==> src/rtl/dimmer_serial_frame_receiver_unit_assert.svh <==
// ----------------------------------------------------------------------------
// Assertion macros for the dimmer serial frame receiver
// Concurrent checks clocked on clock and disabled during reset.
// ----------------------------------------------------------------------------
`ifndef DIMMER_SERIAL_FRAME_RECEIVER_UNIT_ASSERT_SVH
`define DIMMER_SERIAL_FRAME_RECEIVER_UNIT_ASSERT_SVH

`ifndef NO_ASSERTIONS

// Consequent must hold in the same cycle as the antecedent.
`define DSFR_ASSERT_NOW(label, ante, cons) \
   label: assert property (@(posedge clock) disable iff (reset) (ante) |-> (cons)) \
      else $error("assertion failed: same-cycle check");

// Consequent must hold in the cycle after the antecedent.
`define DSFR_ASSERT_NEXT(label, ante, cons) \
   label: assert property (@(posedge clock) disable iff (reset) (ante) |=> (cons)) \
      else $error("assertion failed: next-cycle check");

`else

`define DSFR_ASSERT_NOW(label, ante, cons)
`define DSFR_ASSERT_NEXT(label, ante, cons)

`endif

`endif

==> src/rtl/dsfr_pkg.sv <==
// ----------------------------------------------------------------------------
// dsfr_pkg
// Types and constants shared by the dimmer serial frame receiver.
// ----------------------------------------------------------------------------
`timescale 1ns / 1ps

package dsfr_pkg;

   // Payload counter wraps at this depth.
   localparam int PAYLOAD_DEPTH = 64;
   localparam int CNT_W         = $clog2(PAYLOAD_DEPTH);

   localparam int GAP_W   = 16;
   localparam int POLL_W  = 20;
   localparam int IDLE_W  = 20;
   localparam int CSR_W   = 20;
   localparam logic [IDLE_W-1:0] IDLE_MAX = '1;

   // Frame bytes of interest.
   localparam logic [7:0] START_BYTE = 8'h01;
   localparam logic [7:0] CMD_POWER  = 8'h10;
   localparam logic [7:0] CMD_DIM    = 8'h02;

   // Reset values of the configuration registers.
   localparam logic [GAP_W-1:0]  GAP_LIMIT_RESET     = 16'd600;
   localparam logic [POLL_W-1:0] POLL_INTERVAL_RESET = 20'd10000;

   // Division by 20 is (x >> 2) / 5, done as a reciprocal multiply.
   localparam logic [15:0] DIV5_MAGIC = 16'd52429;
   localparam int          DIV5_SHIFT = 18;
   localparam logic [11:0] POWER_MAX  = 12'd3276;

   typedef enum logic {
      OP_BYTE = 1'b0,
      OP_TICK = 1'b1
   } op_type;

   typedef enum logic {
      CSR_GAP_LIMIT     = 1'b0,
      CSR_POLL_INTERVAL = 1'b1
   } csr_index_type;

   typedef enum logic [1:0] {
      EV_POWER = 2'd0,
      EV_DIM   = 2'd1,
      EV_POLL  = 2'd2
   } event_type;

   typedef enum logic [6:0] {
      ST_START  = 7'b0000001,
      ST_ID     = 7'b0000010,
      ST_CMD    = 7'b0000100,
      ST_LEN    = 7'b0001000,
      ST_DATA   = 7'b0010000,
      ST_CHK_HI = 7'b0100000,
      ST_CHK_LO = 7'b1000000
   } parse_state_type;

endpackage

==> src/rtl/dimmer_serial_frame_receiver_unit.sv <==
// A result is registered: it appears on the rsp_ channel in the cycle after the item that causes it.
// Throughput: one item per cycle; the only limit is a stalled, full result register.
// The frame parser, idle counter and divide-by-20 multiplier are all combinational.
// Reset is synchronous and active high: parsing restarts at the start-byte search,
// all frame state and the idle count clear, and the registers return to 600 and 10000.
// ----------------------------------------------------------------------------
// dimmer_serial_frame_receiver_unit
// Parses serial frames from received bytes, checks the checksum and reports
// power readings, dim completion and due power requests from idle ticks.
// ----------------------------------------------------------------------------
`timescale 1ns / 1ps

`include "dimmer_serial_frame_receiver_unit_assert.svh"

module dimmer_serial_frame_receiver_unit
   import dsfr_pkg::*;
(
   input  logic                      clock,
   input  logic                      reset,
   // Configuration write port
   input  logic                      csr_write,
   input  logic                      csr_index,
   input  logic [CSR_W-1:0]          csr_data,
   // Input items
   input  logic                      req_valid,
   output logic                      req_stall,
   input  logic                      req_operation,
   input  logic [7:0]                req_data_byte,
   // Result items
   output logic                      rsp_valid,
   input  logic                      rsp_stall,
   output logic [1:0]                rsp_event_kind,
   output logic [11:0]               rsp_power_value,
   output logic [7:0]                rsp_request_id
);

   // Configuration registers
   logic [GAP_W-1:0]  gap_limit_ff;
   logic [POLL_W-1:0] poll_interval_ff;

   // Parser state
   parse_state_type   state_ff, state_in;
   logic [7:0]        frame_id_ff, frame_id_in;
   logic [7:0]        frame_cmd_ff, frame_cmd_in;
   logic [7:0]        frame_len_ff, frame_len_in;
   logic [CNT_W-1:0]  pay_cnt_ff, pay_cnt_in;
   logic [15:0]       frame_sum_ff, frame_sum_in;
   logic [7:0]        pay_six_ff, pay_six_in;
   logic [7:0]        pay_seven_ff, pay_seven_in;
   logic [IDLE_W-1:0] idle_ff, idle_in;

   // Result register
   logic              rsp_valid_ff, rsp_valid_in;
   logic [1:0]        rsp_kind_ff, rsp_kind_in;
   logic [11:0]       rsp_power_ff, rsp_power_in;
   logic [7:0]        rsp_id_ff, rsp_id_in;

   logic              req_accept;
   logic              emit;
   parse_state_type   state_eff;
   logic [IDLE_W-1:0] idle_inc;
   logic              poll_due;
   logic [CNT_W:0]    cnt_next;
   logic [CNT_W-1:0]  cnt_wrap;
   logic [15:0]       sum_add;
   logic [15:0]       sum_dec;
   logic [29:0]       power_prod;
   logic              byte_accept;
   logic              poll_accept;

   // The input side is held off only while a finished result is stuck.
   assign req_stall  = rsp_valid_ff && rsp_stall;
   assign req_accept = req_valid && !req_stall;

   // Configuration writes.
   always_ff @(posedge clock) begin
      if (reset) begin
         gap_limit_ff     <= GAP_LIMIT_RESET;
         poll_interval_ff <= POLL_INTERVAL_RESET;
      end else if (csr_write) begin
         unique case (csr_index_type'(csr_index))
            CSR_GAP_LIMIT:     gap_limit_ff     <= csr_data[GAP_W-1:0];
            CSR_POLL_INTERVAL: poll_interval_ff <= csr_data[POLL_W-1:0];
            default:           gap_limit_ff     <= gap_limit_ff;
         endcase
      end
   end

   // Helpers for the byte and tick paths.
   assign state_eff  = (idle_ff > IDLE_W'(gap_limit_ff)) ? ST_START : state_ff;
   assign idle_inc   = (idle_ff < IDLE_MAX) ? idle_ff + 1'b1 : idle_ff;
   assign poll_due   = idle_inc > poll_interval_ff;
   assign cnt_next   = {1'b0, pay_cnt_ff} + 1'b1;
   assign cnt_wrap   = (cnt_next >= (CNT_W+1)'(PAYLOAD_DEPTH)) ? '0 : cnt_next[CNT_W-1:0];
   assign sum_add    = frame_sum_ff + {8'd0, req_data_byte};
   assign sum_dec    = frame_sum_ff - 16'd1;
   // Power in units of the raw reading divided by 20.
   assign power_prod = {pay_seven_ff, pay_six_ff[7:2]} * DIV5_MAGIC;

   // Next-state and result logic for one accepted item.
   always_comb begin
      state_in     = state_ff;
      frame_id_in  = frame_id_ff;
      frame_cmd_in = frame_cmd_ff;
      frame_len_in = frame_len_ff;
      pay_cnt_in   = pay_cnt_ff;
      frame_sum_in = frame_sum_ff;
      pay_six_in   = pay_six_ff;
      pay_seven_in = pay_seven_ff;
      idle_in      = idle_ff;
      emit         = 1'b0;
      rsp_kind_in  = EV_POWER;
      rsp_power_in = '0;
      rsp_id_in    = '0;

      if (req_accept) begin
         if (op_type'(req_operation) == OP_TICK) begin
            // Idle tick: count, and raise a power request once overdue.
            idle_in = idle_inc;
            if (poll_due) begin
               idle_in     = '0;
               emit        = 1'b1;
               rsp_kind_in = EV_POLL;
               rsp_id_in   = frame_id_ff + 8'd1;
            end
         end else begin
            // Received byte; a long gap before it restarts the start search.
            idle_in  = '0;
            state_in = state_eff;
            unique case (state_eff)
               ST_START: begin
                  if (req_data_byte == START_BYTE) begin
                     frame_sum_in = {8'd0, req_data_byte};
                     state_in     = ST_ID;
                  end
               end
               ST_ID: begin
                  frame_id_in  = req_data_byte;
                  frame_sum_in = sum_add;
                  state_in     = ST_CMD;
               end
               ST_CMD: begin
                  frame_cmd_in = req_data_byte;
                  frame_sum_in = sum_add;
                  state_in     = ST_LEN;
               end
               ST_LEN: begin
                  frame_len_in = req_data_byte;
                  pay_cnt_in   = '0;
                  frame_sum_in = sum_add;
                  state_in     = (req_data_byte == 8'd0) ? ST_CHK_HI : ST_DATA;
               end
               ST_DATA: begin
                  if (pay_cnt_ff == CNT_W'(6)) begin
                     pay_six_in = req_data_byte;
                  end else if (pay_cnt_ff == CNT_W'(7)) begin
                     pay_seven_in = req_data_byte;
                  end
                  pay_cnt_in   = cnt_wrap;
                  frame_sum_in = sum_add;
                  if (8'(cnt_wrap) == frame_len_ff) begin
                     state_in = ST_CHK_HI;
                  end
               end
               ST_CHK_HI: begin
                  frame_sum_in = sum_dec;
                  state_in     = (sum_dec[15:8] == req_data_byte) ? ST_CHK_LO : ST_START;
               end
               ST_CHK_LO: begin
                  state_in = ST_START;
                  if (frame_sum_ff[7:0] == req_data_byte) begin
                     if (frame_cmd_ff == CMD_POWER) begin
                        emit         = 1'b1;
                        rsp_kind_in  = EV_POWER;
                        rsp_power_in = power_prod[DIV5_SHIFT+11:DIV5_SHIFT];
                     end else if (frame_cmd_ff == CMD_DIM) begin
                        emit        = 1'b1;
                        rsp_kind_in = EV_DIM;
                     end
                  end
               end
               default: state_in = ST_START;
            endcase
         end
      end
   end

   // The result register loads on an emitting item and drains when taken.
   assign rsp_valid_in = emit || (rsp_valid_ff && rsp_stall);

   // Control state.
   always_ff @(posedge clock) begin
      if (reset) begin
         state_ff     <= ST_START;
         frame_id_ff  <= '0;
         frame_cmd_ff <= '0;
         frame_len_ff <= '0;
         pay_cnt_ff   <= '0;
         frame_sum_ff <= '0;
         pay_six_ff   <= '0;
         pay_seven_ff <= '0;
         idle_ff      <= '0;
         rsp_valid_ff <= 1'b0;
      end else begin
         state_ff     <= state_in;
         frame_id_ff  <= frame_id_in;
         frame_cmd_ff <= frame_cmd_in;
         frame_len_ff <= frame_len_in;
         pay_cnt_ff   <= pay_cnt_in;
         frame_sum_ff <= frame_sum_in;
         pay_six_ff   <= pay_six_in;
         pay_seven_ff <= pay_seven_in;
         idle_ff      <= idle_in;
         rsp_valid_ff <= rsp_valid_in;
      end
   end

   // Result payload.
   always_ff @(posedge clock) begin
      if (emit) begin
         rsp_kind_ff  <= rsp_kind_in;
         rsp_power_ff <= rsp_power_in;
         rsp_id_ff    <= rsp_id_in;
      end
   end

   assign rsp_valid       = rsp_valid_ff;
   assign rsp_event_kind  = rsp_kind_ff;
   assign rsp_power_value = rsp_power_ff;
   assign rsp_request_id  = rsp_id_ff;

   // Accepted bytes, and accepted ticks that raise a power request.
   assign byte_accept = req_accept && op_type'(req_operation) == OP_BYTE;
   assign poll_accept = req_accept && op_type'(req_operation) == OP_TICK && poll_due;

   // Checks on the parser, idle counter and result register.
   `DSFR_ASSERT_NEXT(a_idle_clears, byte_accept || poll_accept, idle_ff == '0)
   `DSFR_ASSERT_NEXT(a_poll_emits, poll_accept, rsp_valid_ff && rsp_kind_ff == EV_POLL)
   `DSFR_ASSERT_NOW(a_power_range, rsp_valid_ff && rsp_kind_ff == EV_POWER, rsp_power_ff <= POWER_MAX)
   `DSFR_ASSERT_NOW(a_power_zero, rsp_valid_ff && rsp_kind_ff != EV_POWER, rsp_power_ff == '0)
   `DSFR_ASSERT_NOW(a_cnt_range, 1'b1, pay_cnt_ff <= CNT_W'(PAYLOAD_DEPTH - 1))

endmodule

==> config.mk <==
export PLATFORM = sky130hd
export DESIGN_NAME = dimmer_serial_frame_receiver_unit
export DESIGN_NICKNAME = d
export VERILOG_FILES = /design/src/rtl/dsfr_pkg.sv /design/src/rtl/dimmer_serial_frame_receiver_unit.sv
export VERILOG_INCLUDE_DIRS = /design/src /design/src/rtl
export SDC_FILE = /design/constraint.sdc
export NUM_CORES = 1
export LEC_CHECK = 0
export ABC_AREA = 1
export BUFFER_PORTS_ARGS = -buffer_cell sky130_fd_sc_hd__clkbuf_2
export CAP_MARGIN = 20
export CORE_ASPECT_RATIO = 1.2
export CORE_MARGIN = 2
export CORE_UTILIZATION = 60
export CTS_BUF_LIST = sky130_fd_sc_hd__clkbuf_4
export DETAILED_ROUTE_END_ITERATION = 6
export PLACE_DENSITY = 0.78
export RECOVER_POWER = 25
export SKIP_CTS_REPAIR_TIMING = 1
export SKIP_LAST_GASP = 1
export SYNTH_ARGS = -nofsm -noshare
export SYNTH_HDL_FRONTEND = slang
export SYNTH_SLANG_ARGS = --single-unit
==> constraint.sdc <==
create_clock -name clock -period 14.7 [get_ports clock]
set_input_delay 1.47 -clock clock [delete_from_list [all_inputs] [get_ports clock]]
set_output_delay 1.47 -clock clock [all_outputs]
set_load 0.02 [all_outputs]
### Word-level counts from Yosys, hierarchy flattened

Index checks and enable logic that the tools add are counted.

| storage, ports and cells | value |
|---|---|
| memories kept | 0 |
| bits in read-only memories | 0 |
| bits in writable memories | 0 |
| register bits | 148 |
| output and inout bits | 24 |
| bits in latches | 0 |

| operators by class | value |
|---|---|
| bitwise logic cells | 7 |
| reduce and logical (&&, ||, !) cells | 20 |
| muxes and demuxes | 26 |
| shift-type cells | 0 |
| $add $sub $neg | 5 |
| magnitude comparators | 4 |
| divide/modulo/power cells | 0 |
| $mul | 1 |
| equality and inequality tests | 16 |

Operators with widths:

| kind | number |
|---|---|
| $mux 20 | 3 |
| $pmux 16 s3 | 1 |
| $pmux 7 s6 | 1 |
| $mul 14x16->30 const B | 1 |
| $mux 7 | 4 |
| $add 20x1->20 const B | 1 |
| $gt 20x16->1 | 1 |
| $gt 20x20->1 | 1 |
| $lt 20x20->1 const B | 1 |
| $add 16x8->16 | 1 |
| $eq 8x8->1 | 2 |
| $mux 16 | 1 |
| $sub 16x1->16 const B | 1 |
| $reduce_and 3->1 | 5 |
| $eq 6x3->1 const B | 2 |
| $mux 6 | 2 |
| $pmux 6 s2 | 1 |
| $mux 1 | 11 |
| $add 8x1->8 const B | 1 |
| $eq 6x8->1 | 1 |
| $eq 8x1->1 const B | 1 |
| $eq 8x2->1 const B | 1 |
| $eq 8x5->1 const B | 1 |
| $logic_not 8->1 | 1 |
| 22 further kinds | 33 |

### Longest topological paths before layout

| depth | value |
|---|---|
| depth after elaboration | 8 |
| gate-level depth with buffers | 22 |
| depth with buffers taken out | 22 |

### Worst setup path before layout

OpenSTA, ideal clock, no wires.

| timing | value |
|---|---|
| kind | register to register |
| start | register pay_seven_ff[6] |
| end | register rsp_power_ff[10], in the netlist rsp_power_value[10], data pin |
| period minus slack after synthesis | 4990 ps |
| cell stages (with the launch flop) | 23 |
| data required time | 14441 ps |
| arrival | 4732 ps |
| slack | 9710 ps |
| cell sequence | dfxtp_1 -> inv_1 -> ha_1 -> inv_1 -> fa_1 -> fa_1 -> inv_1 -> fa_1 -> inv_1 -> fa_1 -> inv_1 -> fa_1 -> inv_1 -> ha_1 -> nand2_1 -> nor2_1 -> a21oi_1 -> inv_1 -> nand2_1 -> a31oi_1 -> or2_2 -> o21ai_0 -> a21oi_1 |

| on the way | value |
|---|---|
| cells in the longest elaborated chain, start to end | 1 |

Ends and longest elaborated chain:

| item | RTL line | text |
|---|---|---|
| from (decl) | dimmer_serial_frame_receiver_unit.sv:49 | `logic [7:0] pay_seven_ff, pay_seven_in;` |
| from (signal assigned) | dimmer_serial_frame_receiver_unit.sv:212 | `pay_seven_ff <= pay_seven_in;` |
| $mul 14x16->30 | dimmer_serial_frame_receiver_unit.sv:98 | `assign power_prod = {pay_seven_ff, pay_six_ff[7:2]} * DIV5_MAGIC;` |
| to (signal assigned) | dimmer_serial_frame_receiver_unit.sv:222 | `rsp_power_ff <= rsp_power_in;` |
| to (decl) | dimmer_serial_frame_receiver_unit.sv:55 | `logic [11:0] rsp_power_ff, rsp_power_in;` |

Every way passes these cells.
A chain may end at the register's enable or synchronous reset.

### Worst setup path after layout

| timing | value |
|---|---|
| start | register pay_seven_ff[0] |
| end | register rsp_power_ff[10], in the netlist rsp_power_value[10], data pin |

Same word-level chain as after synthesis.

==> out/metrics.yaml <==
run_status:
  status: "finished with violations"
  violations: "max-capacitance violations, max-slew violations"
timing:
  setup_tns_ps: 0
  finalCritPeriodShare_pct: 36.4
  fin_crit_ps: 5350
  rsz0062_at_grt: "false"
  hold_ws_ps: 461
  hold_violations: 0
  maxSlewViolCount: 110
  setup_viol: 0
  slew_headroom_pct: -67.7
  max_freq_mhz: 187
  worst_pin_slew_ps: 2520
  finalClockSkew_ps: 31.1
  fin_ws_ps: 9350
logic_synthesis:
  synth_seq_cells: 146
  synthFlopType: "dfxtp_1"
  synth-simple-area-share_pct: 22.4
  synth_area_leaders: "dfxtp_1 (21%), ha_1 (16%), fa_1 (9.2%)"
  netlist_area_um2: 12000
  synth_commonest_cells: "nand2_1 (278), inv_1 (254), ha_1 (151), a21oi_1 (149), nor2_1 (130)"
  synth_top_family_by_area: "adder cells"
  synth_xor_area_share_pct: 3.86
  netlist.area_leader.share_pct: 20.6
  ys_warn_count: 0
  synthAdderAreaFrac_pct: 24.9
  seq_area_frac_synth_pct: 26.1
  muxShareOfSynthArea_pct: 0
  async_reset_ff_share_pct: 0
  synth.most_common_cell: "nand2_1"
  syn_nets: 1829
  synthCells: 1588
  synth.distinct_cells: 51
  synth-compound-area-share_pct: 12.7
  syn_area_per_cell_um2: 7.57
  yosys.area.top_type: "dfxtp_1"
  synth-edff-count: 22
cts:
  cts_sinks: 146
  cts-buffers-inserted: 17
  clk_latency_ps: 590
  root_buffer: "clkbuf_4"
  cts_tree: "yes"
  cts.path.max_buffers: 2
  h-tree-depth: 4
  clk_pin_slew_ps: 140
global_routing:
  grt_use_total_pct: 27.0
  grt_overflow_total: 0
  first_global_vias: 10166
  antenna_found_initial: 1
  grt_pass1_wl_um: 47200
  grt_max_degree: 71
layout:
  layout.nets: 1867
  drive_above_1_share_pct: 6.96
  area_growth_pct: 5.90
  finish.utilization_pct: 64.9
  fin_area_um2: 12700
  multi_input_area_um2: 7680
  register_area_um2: 3140
  fill_cells: 1776
setup_path:
  worstPathRequired_ps: 15060
  cp-end-kind: "flop"
  worst-setup-path-type: "reg -> reg"
  cp.arrival_ps: 5710
  cp_max_fo: 4
  start_kind: "flop"
drt:
  routed_via_density: 5.51
  wl_per_cell_um: 14.7
  drt_iter0_markers: 527
  via_count: 10461
  routed_wl_um: 28000
  first_pass_iters: 5
  drc: 0
  ant_nets: 0
power:
  swShare_pct: 27.6
  vdd_ir_drop_max_uv: 46.5
  switching_power_uw: 219
  combPwrFrac_pct: 11.2
  internal-power_uw: 576
  leakage_nw: 6.38
  pwr-share-seq_pct: 52.3
  power_density_nw_per_um2: 62.4
  clockPowerShare_pct: 36.4
flow_run:
  cap_viol_max_count: 2
place:
  io_buffers: 58
  post-place-ws_ps: 9370
  dp_hpwl_um: 21800
  placed_area_um2: 12500
  gp_congestion: 0.896
floorplanning:
  boundaryPins: 59
  placementRows: 56
  die_y_um: 159
  core_um2: 19600
  die_width_um: 133
  start_util_pct: 61.3
  die_area_um2: 21200
min_path:
  hold_class: "reg -> reg"
metrics by stage:
| step | total power, mW | instances |
|---|---|---|
| CTS | 0.799 | 1898 |
| detailed placement | 0.513 | 1868 |
| floorplan | 0.488 | 1588 |
| global placement | 0.510 | 1868 |
| global route | 0.827 | 1899 |
| finish | 0.795 | 1899 |
registers in the layout (all words and copies together) (netlist names), 2 cells and up:
name              flops
idle_ff              20
state_ff              7
frame_cmd_ff          8
pay_cnt_ff            6
poll_interval_ff     20
gap_limit_ff         16
rsp_event_kind        2
frame_id_ff           8
frame_sum_ff         16
rsp_request_id        8
pay_seven_ff          8
rsp_power_value      12
pay_six_ff            6
frame_len_ff          8
cells in the final DEF (no fill, tap or decap), types with 9 or more instances in the layout:
master / count
inv_1: 254
nor2_1: 130
ha_1: 151
nand2_1: 278
clkbuf_1: 25
edfxtp_1: 22
o211ai_1: 12
nor4_1: 10
xor2_1: 44
nor3_1: 24
a21oi_1: 149
clkbuf_2: 35
fa_1: 55
nand4_1: 35
dfxtp_1: 124
clkbuf_4: 17
xnor2_1: 9
o21ai_0: 82
nand3_1: 74
critical path, cell delays in order (launching register included):
cell,delay (ps)
dfxtp_1,430
inv_1,90
ha_1,330
fa_1,560
inv_1,70
fa_1,530
inv_1,50
fa_1,500
inv_1,60
fa_1,450
fa_1,450
ha_1,340
a21oi_1,180
o21ai_0,120
a21oi_1,260
inv_1,70
nand2_1,60
a31oi_1,90
or2_2,290
o21ai_0,150
a21oi_1,60
cell type report:
class,count,area share (%)
tap,261,2.56
multi-input combinational,1136,60.3
timing repair buffer,63,2.29
clock buffer,17,1.00
clock inverter,13,1.45
inverter,262,7.72
antenna,1,0.0196
sequential,146,24.7
kinds of logic after synthesis:
logic type / Yosys count
adder cells (fa/ha/maj): 206
AND/OR/NAND/NOR: 595
AO/OA/AOI/OAI: 282
buffers and inverters: 306
flip-flops: 146
XOR/XNOR: 53
per-layer routing:
metal	track usage, %	part of all wire, %
met1	32.4	42
met2	48.4	51
met3	3.69	4.1
met4	11.3	3.1
met5	0	0
power by group through the flow:
stage	clock (mW)	sequential [mW]	combinational, mW
after global routing	0.309	0.417	0.101
after detailed placement	0	0.425	0.0879
after floorplan	0	0.423	0.0644
final	0.290	0.416	0.0894
after global placement	0	0.424	0.0856
after CTS	0.294	0.416	0.0888
worst paths after layout:
check                        end  depth (start not counted)             from  slack (ps)
min              frame_cmd_ff[6]                          2  frame_cmd_ff[6]         460
max          rsp_power_value[10]                         20  pay_seven_ff[0]        9350
min reg2reg      frame_cmd_ff[6]                          2  frame_cmd_ff[6]         460
max reg2reg  rsp_power_value[10]                         20  pay_seven_ff[0]        9350
(Power assumes the default switching activity.)
